## src/eq3_pkg.sv

```systemverilog
`timescale 1ns / 1ps
// ----------------------------------------------------------------------------
// Three-band equalizer package
// Payload types, register indexes, reset values and fixed-point widths.
// ----------------------------------------------------------------------------
package eq3_pkg;

    localparam int CHANNELS_DEFAULT = 8;
    localparam int CHANNELS_MAX     = 16;

    localparam int CH_FIELD_W = 3;
    localparam int SAMPLE_W   = 24;
    localparam int STATE_W    = 32;
    localparam int COEF_W     = 17;
    localparam int GAIN_W     = 16;
    localparam int STAGES     = 4;
    localparam int HIST       = 3;

    localparam int CFG_IDX_W  = 3;
    localparam int CFG_DATA_W = 17;

    localparam logic [CFG_IDX_W-1:0] REG_LOW_COEF  = 3'd0;
    localparam logic [CFG_IDX_W-1:0] REG_HIGH_COEF = 3'd1;
    localparam logic [CFG_IDX_W-1:0] REG_LOW_GAIN  = 3'd2;
    localparam logic [CFG_IDX_W-1:0] REG_MID_GAIN  = 3'd3;
    localparam logic [CFG_IDX_W-1:0] REG_HIGH_GAIN = 3'd4;

    localparam logic [COEF_W-1:0] LOW_COEF_RESET  = 17'd6861;
    localparam logic [COEF_W-1:0] HIGH_COEF_RESET = 17'd42127;
    localparam logic [GAIN_W-1:0] GAIN_RESET      = 16'd4096;

    typedef struct packed {
        logic [CH_FIELD_W-1:0]      channel_in;
        logic signed [SAMPLE_W-1:0] sample_in;
    } eq_in_t;

    typedef struct packed {
        logic [CH_FIELD_W-1:0]      channel_out;
        logic signed [SAMPLE_W-1:0] sample_out;
    } eq_out_t;

endpackage

```

## src/three_band_audio_equalizer.sv

```systemverilog
`timescale 1ns / 1ps
// ----------------------------------------------------------------------------
// Three-band audio equalizer
// Per-channel four-pole low and high cascades, gain-weighted band sum,
// one shared multiplier under a step sequencer.
// ----------------------------------------------------------------------------
// Usage:
//   A request on in_data (channel, Q1.23 sample) is taken when in_valid and
//   in_ready are high. The equalized sample leaves on out_data under
//   out_valid/out_ready, one result per request, in order.
//   in_ready is high only while the sequencer is idle. A request passes from
//   acceptance to out_valid through the memory read at the accepting edge,
//   the load step, twelve steps of the shared 33x18 multiplier (eight
//   interleaved pole updates, three gain products) and the finish step. A
//   channel number at or above CHANNELS bypasses the filters and goes from
//   acceptance straight to the finish step. The next request is taken the
//   cycle after the result is loaded into the output register, so requests
//   are never overlapped.
//   If the receiver stalls, the finished result waits in the finish step
//   until the output register frees up.
//   Reset clears all channel state through one valid bit per channel and
//   restores the register defaults; configuration writes on cfg_we take
//   effect at once and must occur only while idle.
// ----------------------------------------------------------------------------
module three_band_audio_equalizer #(
    parameter int CHANNELS = eq3_pkg::CHANNELS_DEFAULT
) (
    input  logic                            clk,
    input  logic                            rst_n,
    input  logic                            in_valid,
    output logic                            in_ready,
    input  eq3_pkg::eq_in_t                 in_data,
    output logic                            out_valid,
    input  logic                            out_ready,
    output eq3_pkg::eq_out_t                out_data,
    input  logic                            cfg_we,
    input  logic [eq3_pkg::CFG_IDX_W-1:0]   cfg_index,
    input  logic [eq3_pkg::CFG_DATA_W-1:0]  cfg_data
);
    import eq3_pkg::*;

    localparam int CH_W       = (CHANNELS > 1) ? $clog2(CHANNELS) : 1;
    localparam int CH_EXT_W   = 5;
    localparam int ROW_W      = STAGES * STATE_W;
    localparam int HIST_ROW_W = HIST * SAMPLE_W;
    localparam int UNITS      = 2 * STAGES;
    localparam int MUL_A_W    = STATE_W + 1;
    localparam int MUL_B_W    = COEF_W + 1;
    localparam int PROD_W     = MUL_A_W + MUL_B_W;
    localparam int ACC_W      = PROD_W + 2;
    localparam int RND_W      = PROD_W - 16;
    localparam int SUM_W      = STATE_W + 4;
    localparam int OUT_RND_W  = ACC_W - 17;

    localparam logic [3:0] STEP_LAST_UNIT = 4'd7;
    localparam logic [3:0] STEP_LOW_GAIN  = 4'd8;
    localparam logic [3:0] STEP_MID_GAIN  = 4'd9;
    localparam logic [3:0] STEP_HIGH_GAIN = 4'd10;
    localparam logic [3:0] STEP_LAST      = 4'd11;

    typedef enum logic [1:0] {ST_IDLE, ST_LOAD, ST_RUN, ST_FINISH} state_t;

    state_t                      state_reg;
    logic [3:0]                  step_reg;
    logic                        pass_reg;
    logic [CH_W-1:0]             idx_reg;
    logic                        row_valid_reg;
    logic [CHANNELS-1:0]         chan_valid_reg;
    logic                        out_valid_reg;
    eq_out_t                     out_data_reg;

    logic [COEF_W-1:0]           low_coef_reg;
    logic [COEF_W-1:0]           high_coef_reg;
    logic [GAIN_W-1:0]           low_gain_reg;
    logic [GAIN_W-1:0]           mid_gain_reg;
    logic [GAIN_W-1:0]           high_gain_reg;

    logic [CH_FIELD_W-1:0]       ch_reg;
    logic signed [SAMPLE_W-1:0]  sample_reg;
    logic [ROW_W-1:0]            low_rd_reg;
    logic [ROW_W-1:0]            high_rd_reg;
    logic [HIST_ROW_W-1:0]       hist_rd_reg;
    logic signed [STATE_W-1:0]   st_reg [UNITS];
    logic signed [STATE_W-1:0]   s_hold_reg;
    logic signed [STATE_W-1:0]   x_low_reg;
    logic signed [STATE_W-1:0]   x_high_reg;
    logic signed [PROD_W-1:0]    prod_reg;
    logic signed [ACC_W-1:0]     acc_reg;

    logic [ROW_W-1:0]            low_mem  [CHANNELS];
    logic [ROW_W-1:0]            high_mem [CHANNELS];
    logic [HIST_ROW_W-1:0]       hist_mem [CHANNELS];

    logic [CH_EXT_W-1:0]         in_ch_ext;
    logic                        in_range;
    logic [CH_W-1:0]             in_idx;
    logic                        in_accept;
    logic                        out_free;
    logic                        wb_en;
    logic                        rd_en;

    logic [HIST_ROW_W-1:0]       hist_row;
    logic signed [SAMPLE_W-1:0]  dly;
    logic signed [STATE_W-1:0]   xs;
    logic signed [MUL_A_W-1:0]   mul_a;
    logic signed [MUL_B_W-1:0]   mul_b;
    logic signed [PROD_W-1:0]    prod_next;
    logic signed [PROD_W-1:0]    prod_rnd;
    logic signed [RND_W-1:0]     rnd;
    logic signed [SUM_W-1:0]     sum;
    logic signed [STATE_W-1:0]   sat_sum;
    logic signed [ACC_W-1:0]     acc_rnd;
    logic signed [OUT_RND_W-1:0] out_rnd;
    logic signed [SAMPLE_W-1:0]  sat_out;
    logic [ROW_W-1:0]            low_wr;
    logic [ROW_W-1:0]            high_wr;
    logic [HIST_ROW_W-1:0]       hist_wr;

    assign in_ch_ext = {2'b00, in_data.channel_in};
    assign in_range  = in_ch_ext < CH_EXT_W'(CHANNELS);
    assign in_idx    = in_ch_ext[CH_W-1:0];
    assign in_ready  = (state_reg == ST_IDLE);
    assign in_accept = in_valid && in_ready;
    assign rd_en     = in_accept && in_range;
    assign out_free  = !out_valid_reg || out_ready;
    assign wb_en     = (state_reg == ST_FINISH) && !pass_reg && out_free;
    assign out_valid = out_valid_reg;
    assign out_data  = out_data_reg;

    assign hist_row = row_valid_reg ? hist_rd_reg : '0;
    assign dly      = $signed(hist_row[HIST_ROW_W-1 -: SAMPLE_W]);
    assign xs       = {{3{sample_reg[SAMPLE_W-1]}}, sample_reg, 5'b0};

    // Shared multiplier operand select
    always_comb
    begin
        mul_a = '0;
        mul_b = '0;
        case (step_reg) inside
            [4'd0:STEP_LAST_UNIT]:
            begin
                if (step_reg[0])
                begin
                    mul_a = {x_high_reg[STATE_W-1], x_high_reg}
                          - {st_reg[0][STATE_W-1], st_reg[0]};
                    mul_b = {1'b0, high_coef_reg};
                end
                else
                begin
                    mul_a = {x_low_reg[STATE_W-1], x_low_reg}
                          - {st_reg[0][STATE_W-1], st_reg[0]};
                    mul_b = {1'b0, low_coef_reg};
                end
            end
            STEP_LOW_GAIN:
            begin
                mul_a = {x_low_reg[STATE_W-1], x_low_reg};
                mul_b = {2'b00, low_gain_reg};
            end
            STEP_MID_GAIN:
            begin
                mul_a = {x_high_reg[STATE_W-1], x_high_reg}
                      - {x_low_reg[STATE_W-1], x_low_reg};
                mul_b = {2'b00, mid_gain_reg};
            end
            STEP_HIGH_GAIN:
            begin
                mul_a = {{4{dly[SAMPLE_W-1]}}, dly, 5'b0}
                      - {x_high_reg[STATE_W-1], x_high_reg};
                mul_b = {2'b00, high_gain_reg};
            end
            default:
            begin
                mul_a = '0;
                mul_b = '0;
            end
        endcase
    end

    assign prod_next = mul_a * mul_b;

    // Pole update: round, add, saturate
    assign prod_rnd = prod_reg + PROD_W'(32768);
    assign rnd      = prod_rnd[PROD_W-1:16];
    assign sum      = {{(SUM_W-STATE_W){s_hold_reg[STATE_W-1]}}, s_hold_reg}
                    + {{(SUM_W-RND_W){rnd[RND_W-1]}}, rnd};

    always_comb
    begin
        if ((&sum[SUM_W-1:STATE_W-1]) || !(|sum[SUM_W-1:STATE_W-1]))
            sat_sum = sum[STATE_W-1:0];
        else if (sum[SUM_W-1])
            sat_sum = {1'b1, {(STATE_W-1){1'b0}}};
        else
            sat_sum = {1'b0, {(STATE_W-1){1'b1}}};
    end

    // Output round and saturate
    assign acc_rnd = acc_reg + ACC_W'(65536);
    assign out_rnd = acc_rnd[ACC_W-1:17];

    always_comb
    begin
        if ((&out_rnd[OUT_RND_W-1:SAMPLE_W-1]) || !(|out_rnd[OUT_RND_W-1:SAMPLE_W-1]))
            sat_out = out_rnd[SAMPLE_W-1:0];
        else if (out_rnd[OUT_RND_W-1])
            sat_out = {1'b1, {(SAMPLE_W-1){1'b0}}};
        else
            sat_out = {1'b0, {(SAMPLE_W-1){1'b1}}};
    end

    always_comb
    begin
        for (int j = 0; j < STAGES; j++)
        begin
            low_wr[j*STATE_W +: STATE_W]  = st_reg[2*j];
            high_wr[j*STATE_W +: STATE_W] = st_reg[2*j+1];
        end
    end

    assign hist_wr = {hist_row[2*SAMPLE_W-1:0], sample_reg};

    // Control, registered outputs and configuration
    always_ff @(posedge clk or negedge rst_n)
    begin
        if (!rst_n)
        begin
            state_reg      <= ST_IDLE;
            step_reg       <= '0;
            pass_reg       <= 1'b0;
            idx_reg        <= '0;
            row_valid_reg  <= 1'b0;
            chan_valid_reg <= '0;
            out_valid_reg  <= 1'b0;
            out_data_reg   <= '0;
            low_coef_reg   <= LOW_COEF_RESET;
            high_coef_reg  <= HIGH_COEF_RESET;
            low_gain_reg   <= GAIN_RESET;
            mid_gain_reg   <= GAIN_RESET;
            high_gain_reg  <= GAIN_RESET;
        end
        else
        begin
            if (cfg_we)
            begin
                case (cfg_index)
                    REG_LOW_COEF:  low_coef_reg  <= cfg_data[COEF_W-1:0];
                    REG_HIGH_COEF: high_coef_reg <= cfg_data[COEF_W-1:0];
                    REG_LOW_GAIN:  low_gain_reg  <= cfg_data[GAIN_W-1:0];
                    REG_MID_GAIN:  mid_gain_reg  <= cfg_data[GAIN_W-1:0];
                    REG_HIGH_GAIN: high_gain_reg <= cfg_data[GAIN_W-1:0];
                    default: ;
                endcase
            end

            if (out_valid_reg && out_ready && state_reg != ST_FINISH)
                out_valid_reg <= 1'b0;

            case (state_reg)
                ST_IDLE:
                begin
                    if (in_accept)
                    begin
                        pass_reg      <= !in_range;
                        idx_reg       <= in_idx;
                        row_valid_reg <= in_range && chan_valid_reg[in_idx];
                        state_reg     <= in_range ? ST_LOAD : ST_FINISH;
                    end
                end
                ST_LOAD:
                begin
                    step_reg  <= '0;
                    state_reg <= ST_RUN;
                end
                ST_RUN:
                begin
                    step_reg <= step_reg + 4'd1;
                    if (step_reg == STEP_LAST)
                        state_reg <= ST_FINISH;
                end
                ST_FINISH:
                begin
                    if (out_free)
                    begin
                        out_valid_reg            <= 1'b1;
                        out_data_reg.channel_out <= ch_reg;
                        out_data_reg.sample_out  <= pass_reg ? sample_reg : sat_out;
                        if (!pass_reg)
                            chan_valid_reg[idx_reg] <= 1'b1;
                        state_reg <= ST_IDLE;
                    end
                end
                default:
                    state_reg <= ST_IDLE;
            endcase
        end
    end

    // Datapath
    always_ff @(posedge clk)
    begin
        if (in_accept)
        begin
            ch_reg     <= in_data.channel_in;
            sample_reg <= in_data.sample_in;
        end

        if (state_reg == ST_LOAD)
        begin
            for (int j = 0; j < STAGES; j++)
            begin
                st_reg[2*j]   <= row_valid_reg ? $signed(low_rd_reg[j*STATE_W +: STATE_W])
                                               : '0;
                st_reg[2*j+1] <= row_valid_reg ? $signed(high_rd_reg[j*STATE_W +: STATE_W])
                                               : '0;
            end
            x_low_reg  <= xs;
            x_high_reg <= xs;
        end

        if (state_reg == ST_RUN)
        begin
            prod_reg <= prod_next;
            if (step_reg <= STEP_LAST_UNIT)
                s_hold_reg <= st_reg[0];
            if (step_reg <= STEP_LOW_GAIN)
            begin
                for (int i = 0; i < UNITS - 1; i++)
                    st_reg[i] <= st_reg[i+1];
                st_reg[UNITS-1] <= sat_sum;
            end
            if (step_reg != 4'd0 && step_reg <= STEP_LOW_GAIN)
            begin
                if (step_reg[0])
                    x_low_reg <= sat_sum;
                else
                    x_high_reg <= sat_sum;
            end
            case (step_reg)
                STEP_MID_GAIN:  acc_reg <= {{(ACC_W-PROD_W){prod_reg[PROD_W-1]}}, prod_reg};
                STEP_HIGH_GAIN,
                STEP_LAST:      acc_reg <= acc_reg
                                         + {{(ACC_W-PROD_W){prod_reg[PROD_W-1]}}, prod_reg};
                default: ;
            endcase
        end
    end

    // Channel state memories
    always_ff @(posedge clk)
    begin
        if (rd_en)
        begin
            low_rd_reg  <= low_mem[in_idx];
            high_rd_reg <= high_mem[in_idx];
            hist_rd_reg <= hist_mem[in_idx];
        end
        if (wb_en)
        begin
            low_mem[idx_reg]  <= low_wr;
            high_mem[idx_reg] <= high_wr;
            hist_mem[idx_reg] <= hist_wr;
        end
    end

endmodule

```

## config.mk

```make
export PLATFORM = sky130hd
export DESIGN_NAME = three_band_audio_equalizer
export DESIGN_NICKNAME = d
export VERILOG_FILES = /design/src/eq3_pkg.sv /design/src/three_band_audio_equalizer.sv
export SDC_FILE = /design/constraint.sdc
export NUM_CORES = 2
export LEC_CHECK = 0
export BUFFER_PORTS_ARGS = -buffer_cell sky130_fd_sc_hd__buf_2
export CORE_MARGIN = 2
export CORE_UTILIZATION = 30
export CTS_CLUSTER_DIAMETER = 100
export DETAILED_ROUTE_END_ITERATION = 8
export SYNTH_ARGS = -nofsm -noshare
export SYNTH_HDL_FRONTEND = slang
export SYNTH_SLANG_ARGS = --single-unit
```

## constraint.sdc

```tcl
create_clock -name clk -period 48.3 [get_ports clk]
set_input_delay 0 -clock clk [delete_from_list [all_inputs] [get_ports clk]]
set_output_delay 0 -clock clk [all_outputs]
set_load 0.1 [all_outputs]
```

Yosys cells after proc, flatten, opt, wreduce, memory -nomap -nowiden
Memory sizes are Yosys's and may differ from the RTL's. A register that Yosys moved wholly into a read port is not among the register bits.
Index checks and enable logic that the tools add are counted.
{"block": "op_classes", "reduce_logical": 39, "n_lt_le_gt_ge": 7, "addsub": 9, "bitwise": 10, "n_eq_ne": 15, "n_mul": 1, "n_mux": 61}
{"op": "32-bit 2-to-1 mux", "count": 26}
{"op": "33-bit 2-to-1 mux", "count": 5}
{"op": "53-bit case mux with 2 select lines", "count": 1}
{"op": "32-bit by 32-bit subtractor with 33-bit output", "count": 3}
{"op": "24-bit 2-to-1 mux", "count": 3}
{"op": "72-bit 2-to-1 mux", "count": 1}
{"op": "53-bit by 18-bit adder with 53-bit output, second input constant", "count": 1}
{"op": "53-bit adder", "count": 1}
{"op": "51-bit by 17-bit adder with 51-bit output, second input constant", "count": 1}
{"op": "33-bit by 18-bit multiplier with 51-bit output", "count": 1}
{"op": "16-bit 2-to-1 mux", "count": 3}
{"op": "32-bit by 35-bit adder with 36-bit output", "count": 1}
{"op": "17-bit 2-to-1 mux", "count": 2}
{"op": "29-bit by 32-bit subtractor with 33-bit output", "count": 1}
{"op": "2-bit AND reduction", "count": 9}
{"op": "4-bit equality test, second input constant", "count": 4}
{"op": "13-bit AND reduction", "count": 1}
{"op": "13-bit OR reduction", "count": 1}
{"op": "3-bit by 4-bit less-than comparator with 1-bit output, second input constant", "count": 3}
{"op": "1-bit 2-to-1 mux", "count": 12}
{"op": "1-bit logical AND", "count": 10}
{"op": "2-bit 2-to-1 mux", "count": 4}
{"op": "1-bit OR", "count": 8}
{"op": "8-bit OR", "count": 1}
{"op": "27 further kinds", "count": 39}
{"block": "totals", "elab_cells": 167, "inputBits": 52, "ram_bits": 2880, "out_inout_bits": 29, "mem_count": 4, "reg_bits": 356}
{"name": "high_mem", "words": 8, "width": 128, "read_ports": 1, "rd_ports_with_merged_regs": 1, "wr": 1, "line_no": "three_band_audio_equalizer.sv:91", "source": "logic [ROW_W-1:0] high_mem [CHANNELS];"}
{"name": "low_mem", "words": 8, "width": 128, "read_ports": 1, "rd_ports_with_merged_regs": 1, "wr": 1, "line_no": "three_band_audio_equalizer.sv:90", "source": "logic [ROW_W-1:0] low_mem [CHANNELS];"}
{"name": "hist_mem", "words": 8, "width": 72, "read_ports": 1, "rd_ports_with_merged_regs": 1, "wr": 1, "line_no": "three_band_audio_equalizer.sv:92", "source": "logic [HIST_ROW_W-1:0] hist_mem [CHANNELS];"}
{"name": "st_reg", "words": 8, "width": 32, "read_ports": 8, "rd_ports_with_merged_regs": 0, "wr": 8, "line_no": "three_band_audio_equalizer.sv:83", "source": "logic signed [STATE_W-1:0] st_reg [UNITS];"}

Longest topological paths before layout
{"block": "depth", "depth_word": 9, "ltp_mapped": 41, "depth_no_buf": 37}

Least setup slack after synthesis
OpenSTA, ideal clock, no wires.
{"block": "synth_path", "path_kind": "register -> register", "startpoint": "register out_valid_reg, in the netlist out_valid", "endpoint": "register chan_valid_reg[4]", "required_time_ns": 48.093, "path_stages_with_launch": 5, "setup_ns": 0.207, "period_less_slack_ns": 37.214, "n_path_buf": 0, "slack_ns": 11.086, "arrival_ns": 37.007, "path_cell_list": "dfrtp_1 nand2b_1 nand2_1 nor4b_1 or2_2"}
{"block": "synth_via", "elab_chain_len": 3}
{"item": "start: declaration", "line_no": "three_band_audio_equalizer.sv:69", "source": "logic out_valid_reg;"}
{"item": "start signal: assignment", "line_no": "three_band_audio_equalizer.sv:234", "source": "out_valid_reg <= 1'b0;"}
{"item": "start signal: assignment", "line_no": "three_band_audio_equalizer.sv:257", "source": "out_valid_reg <= 1'b0;"}
{"item": "start signal: assignment", "line_no": "three_band_audio_equalizer.sv:285", "source": "out_valid_reg <= 1'b1;"}
{"item": "1-bit zero test", "line_no": "three_band_audio_equalizer.sv:125", "source": "assign out_free = !out_valid_reg || out_ready;"}
{"item": "1-bit logical OR", "line_no": "three_band_audio_equalizer.sv:125"}
{"item": "3-bit AND reduction (no line)"}
{"item": "end signal: assignment", "line_no": "three_band_audio_equalizer.sv:233", "source": "chan_valid_reg <= '0;"}
{"item": "end signal: indexed assignment", "line_no": "three_band_audio_equalizer.sv:289", "source": "chan_valid_reg[idx_reg] <= 1'b1;"}
{"item": "end: declaration", "line_no": "three_band_audio_equalizer.sv:68", "source": "logic [CHANNELS-1:0] chan_valid_reg;"}
Every way passes these cells.
A chain may end at the register's enable or synchronous reset.

Worst setup path in the final report
{"block": "layout_path", "startpoint": "register row_valid_reg", "endpoint": "register prod_reg[50], data pin"}
{"block": "layout_via", "elab_chain_len": 7}
{"item": "start: declaration", "line_no": "three_band_audio_equalizer.sv:67", "source": "logic row_valid_reg;"}
{"item": "start signal: assignment", "line_no": "three_band_audio_equalizer.sv:266", "source": "row_valid_reg <= in_range && chan_valid_reg[in_idx];"}
{"item": "72-bit 2-to-1 mux", "line_no": "three_band_audio_equalizer.sv:130", "source": "assign hist_row = row_valid_reg ? hist_rd_reg : '0;"}
{"item": "29-bit by 32-bit subtractor with 33-bit output", "line_no": "three_band_audio_equalizer.sv:169", "source": "- {x_high_reg[STATE_W-1], x_high_reg};"}
{"item": "33-bit 2-to-1 mux (4 in series)", "line_no": "three_band_audio_equalizer.sv:139", "source": "case (step_reg) inside"}
{"item": "33-bit by 18-bit multiplier with 51-bit output", "line_no": "three_band_audio_equalizer.sv:180", "source": "assign prod_next = mul_a * mul_b;"}
{"item": "named net prod_next[50]", "line_no": "three_band_audio_equalizer.sv:107", "source": "logic signed [PROD_W-1:0] prod_next;"}
{"item": "end signal: assignment", "line_no": "three_band_audio_equalizer.sv:323", "source": "prod_reg <= prod_next;"}
{"item": "end: declaration", "line_no": "three_band_audio_equalizer.sv:87", "source": "logic signed [PROD_W-1:0] prod_reg;"}
The timed path passes the listed nets, and every way through them passes these cells.

==> results.sh <==
export IMPL_fin_crit_ps=11050
export IMPL_synth_xor_area_share=0.0128
export IMPL_final_util=0.342
export IMPL_outcome="finished clean"
export IMPL_setup_viol=0
export IMPL_die_y_um=747
export IMPL_grtUsageTotal=0.149
export IMPL_yosys_top_cells_area="edfxtp_1, mux4_2, fa_1"
export IMPL_ys_ff_latch=3563
export IMPL_synthMuxAreaShare=0.122
export IMPL_synth_simple_gate_area_frac=0.0594
export IMPL_yosys_area_top_type="edfxtp_1"
export IMPL_cts_root_buf="clkbuf_16"
export IMPL_cts_setup_buffers=0
export IMPL_critical_path_slowest_cell="a2111oi_0"
export IMPL_ys_warn_count=0
export IMPL_synthCells=10400
export IMPL_synth_compound_area_frac=0.0489
export IMPL_drt_total_wl_um=428000
export IMPL_grt_overflow_total=0
export IMPL_maxCapViolations=0
export IMPL_cpMostUsedCell="fa_1"
export IMPL_final_nets=11500
export IMPL_synth_seq_area_share=0.638
export IMPL_syn_to_final_growth_pct=13.4
export IMPL_via_per_inst=5.08
export IMPL_insertion_delay_ps=980
export IMPL_cts_tree="built"
export IMPL_dp_hpwl_um=258000
export IMPL_yosysMostFrequentCell="edfxtp_1"
export IMPL_crit_required_ps=48950
export IMPL_clk_pin_slew_worst_paths_ps=60
export IMPL_synth_top_family_by_area="multiplexers"
export IMPL_maxSlewViolCount=0
export IMPL_placed_cell_area_mm2=0.175
export IMPL_synth_cell_type_count=88
export IMPL_slew_headroom=0.118
export IMPL_cts_buffer_depth=4
export IMPL_cp_arrival_ps=11710
export IMPL_syn_area_per_cell_um2=15.9
export IMPL_yosys_area_top_type_share=0.611
export IMPL_fill_cells=52300
export IMPL_grt_max_degree=142
export IMPL_slowest_delay_ps=810
export IMPL_final_layout_size_suffix_gt1_frac=0.182
export IMPL_multiInputGateArea_mm2=0.0554
export IMPL_cp_start_kind="register"
export IMPL_rsz0062_at_grt="false"
export IMPL_regArea_mm2=0.106
export IMPL_crit_type="reg2reg"
export IMPL_die_area_mm2=0.558
export IMPL_post_cts_resized_instances=0
export IMPL_reg_top3="high_mem: 1024 flops, low_mem: 1024 flops, hist_mem: 576 flops"
export IMPL_gp_congestion=0.913
export IMPL_htree_levels=5
export IMPL_period_share=0.229
export IMPL_synthAdderAreaFrac=0.0887
export IMPL_via_count=92500
export IMPL_drtAntennaViolNets=0
export IMPL_tightestPinTransition_ps=1320
export IMPL_hold_viol_final=0
export IMPL_initial_core_util=0.302
export IMPL_core_mm2=0.549
export IMPL_syn_cell_area_mm2=0.166
export IMPL_num_rows=272
export IMPL_drt_pass1_iter_count=5
export IMPL_first_global_vias=93500
export IMPL_synthFlopType="edfxtp_1"
export IMPL_finalInstanceArea_mm2=0.188
export IMPL_wl_per_cell_um=23.5
export IMPL_cts_made_buffers=354
export IMPL_holdCritPathClass="in2reg"
export IMPL_drtIter0Drc=9006
export IMPL_yosys_top_cells_count="edfxtp_1, nand2_1, inv_1"
export IMPL_fmax_mhz=90.5
export IMPL_grt_pass1_wl_um=636000
export IMPL_synth_net_count=11300
export IMPL_fp_dieW_um=747
export IMPL_critical_path_max_fanout=44
export IMPL_ff2ff_path_depth=31
export IMPL_port_buffers=80
export IMPL_drc=0
export IMPL_whs_path_depth=4
export IMPL_clock_sinks=3563
export IMPL_crit_path_end_kind="register"
export IMPL_synth_edf_count=3371
export IMPL_setup_tns_ps=0
export IMPL_antenna_found_initial=14
export IMPL_ios=81
export IMPL_async_flop_share=0.0359
export IMPL_skew_ps=88.6
==> metal layers <==
layer / vias to the layer above / track usage / wire [µm]
met5: - / 0 / 40
met4: 6 / 0.0386 / 11000
met3: 578 / 0.0177 / 27300
met2: 3195 / 0.236 / 197000
met1: 49000 / 0.218 / 193000
li1: 39800 / - / -
==> area by class of cell <==
cell class | instances | share of cell area
Sequential cell | 3563 | 0.563
Multi-Input combinational cell | 5546 | 0.295
Clock buffer | 438 | 0.0501
Tap cell | 7261 | 0.0483
Timing Repair Buffer | 387 | 0.0168
Inverter | 794 | 0.0159
Clock inverter | 215 | 0.0111
Antenna cell | 4 | 0.0000533
==> through the flow <==
step	hold slack, ps	std cells	setup slack (ps)
6_report	114	18200	37250
5_1_grt	99.0	18200	36610
4_1_cts	54.0	18200	37360
3_5_place_dp	133	17500	37410
3_3_place_gp	126	17500	37500
2_1_floorplan	-296	10400	11090
==> placed cells by master (no fill, tap or decap), drive strengths merged, types with 78 or more instances in the layout <==
cell / count
buf: 291
nand3: 299
xor2: 96
nor3: 78
dlygate4sd3: 96
inv: 811
clkinv: 162
and2: 151
clkbuf: 438
a21oi: 274
ha: 311
o21ai: 230
a21o: 156
fa: 540
dfrtp: 109
edfxtp: 3371
nor2: 310
nand2: 879
xnor2: 147
mux2: 417
mux4: 658
==> what timing repair did <==
action | CTS | global route
hold endpoints to repair | 281 | 0
endpoints found under the setup margin | 0 | 0
hold buffers | 97 | 0
==> cells by family (layout without fill, tap and decap cells) <==
kind of cell | Yosys count | after routing
AOI/OAI and AO/OA | 1204 | 1204
adders and majority gates | 851 | 851
and+or+nand+nor | 2101 | 2101
DFF | 3563 | 3563
other | 0 | 4
xor gates and xnor gates | 243 | 243
muxes | 1147 | 1147
buffers and inverters | 1297 | 1834
==> path summary, 6_finish.rpt <==
kind                                     end          start  slack (ps)
min in group asynchronous       out_data[14]          rst_n         300
min                                out_valid      out_ready         110
max reg2reg                     prod_reg[50]  row_valid_reg       37250
min reg2reg                     out_data[24]      ch_reg[0]         440
max in group asynchronous  high_coef_reg[11]          rst_n       47080
max                             prod_reg[50]  row_valid_reg       37250
==> worst max-delay path: cells and delay by family, from the launching register on <==
kind / cells / cell delay (ps)
and+or+nand+nor: 7 / 1470
xor gates and xnor gates: 1 / 120
DFF: 1 / 760
AOI/OAI and AO/OA: 8 / 2590
adders and majority gates: 8 / 3760
buffers and inverters: 7 / 1970
Power is not shown: default switching activity piles up to over one toggle a cycle in this logic, so the estimate is an artifact.
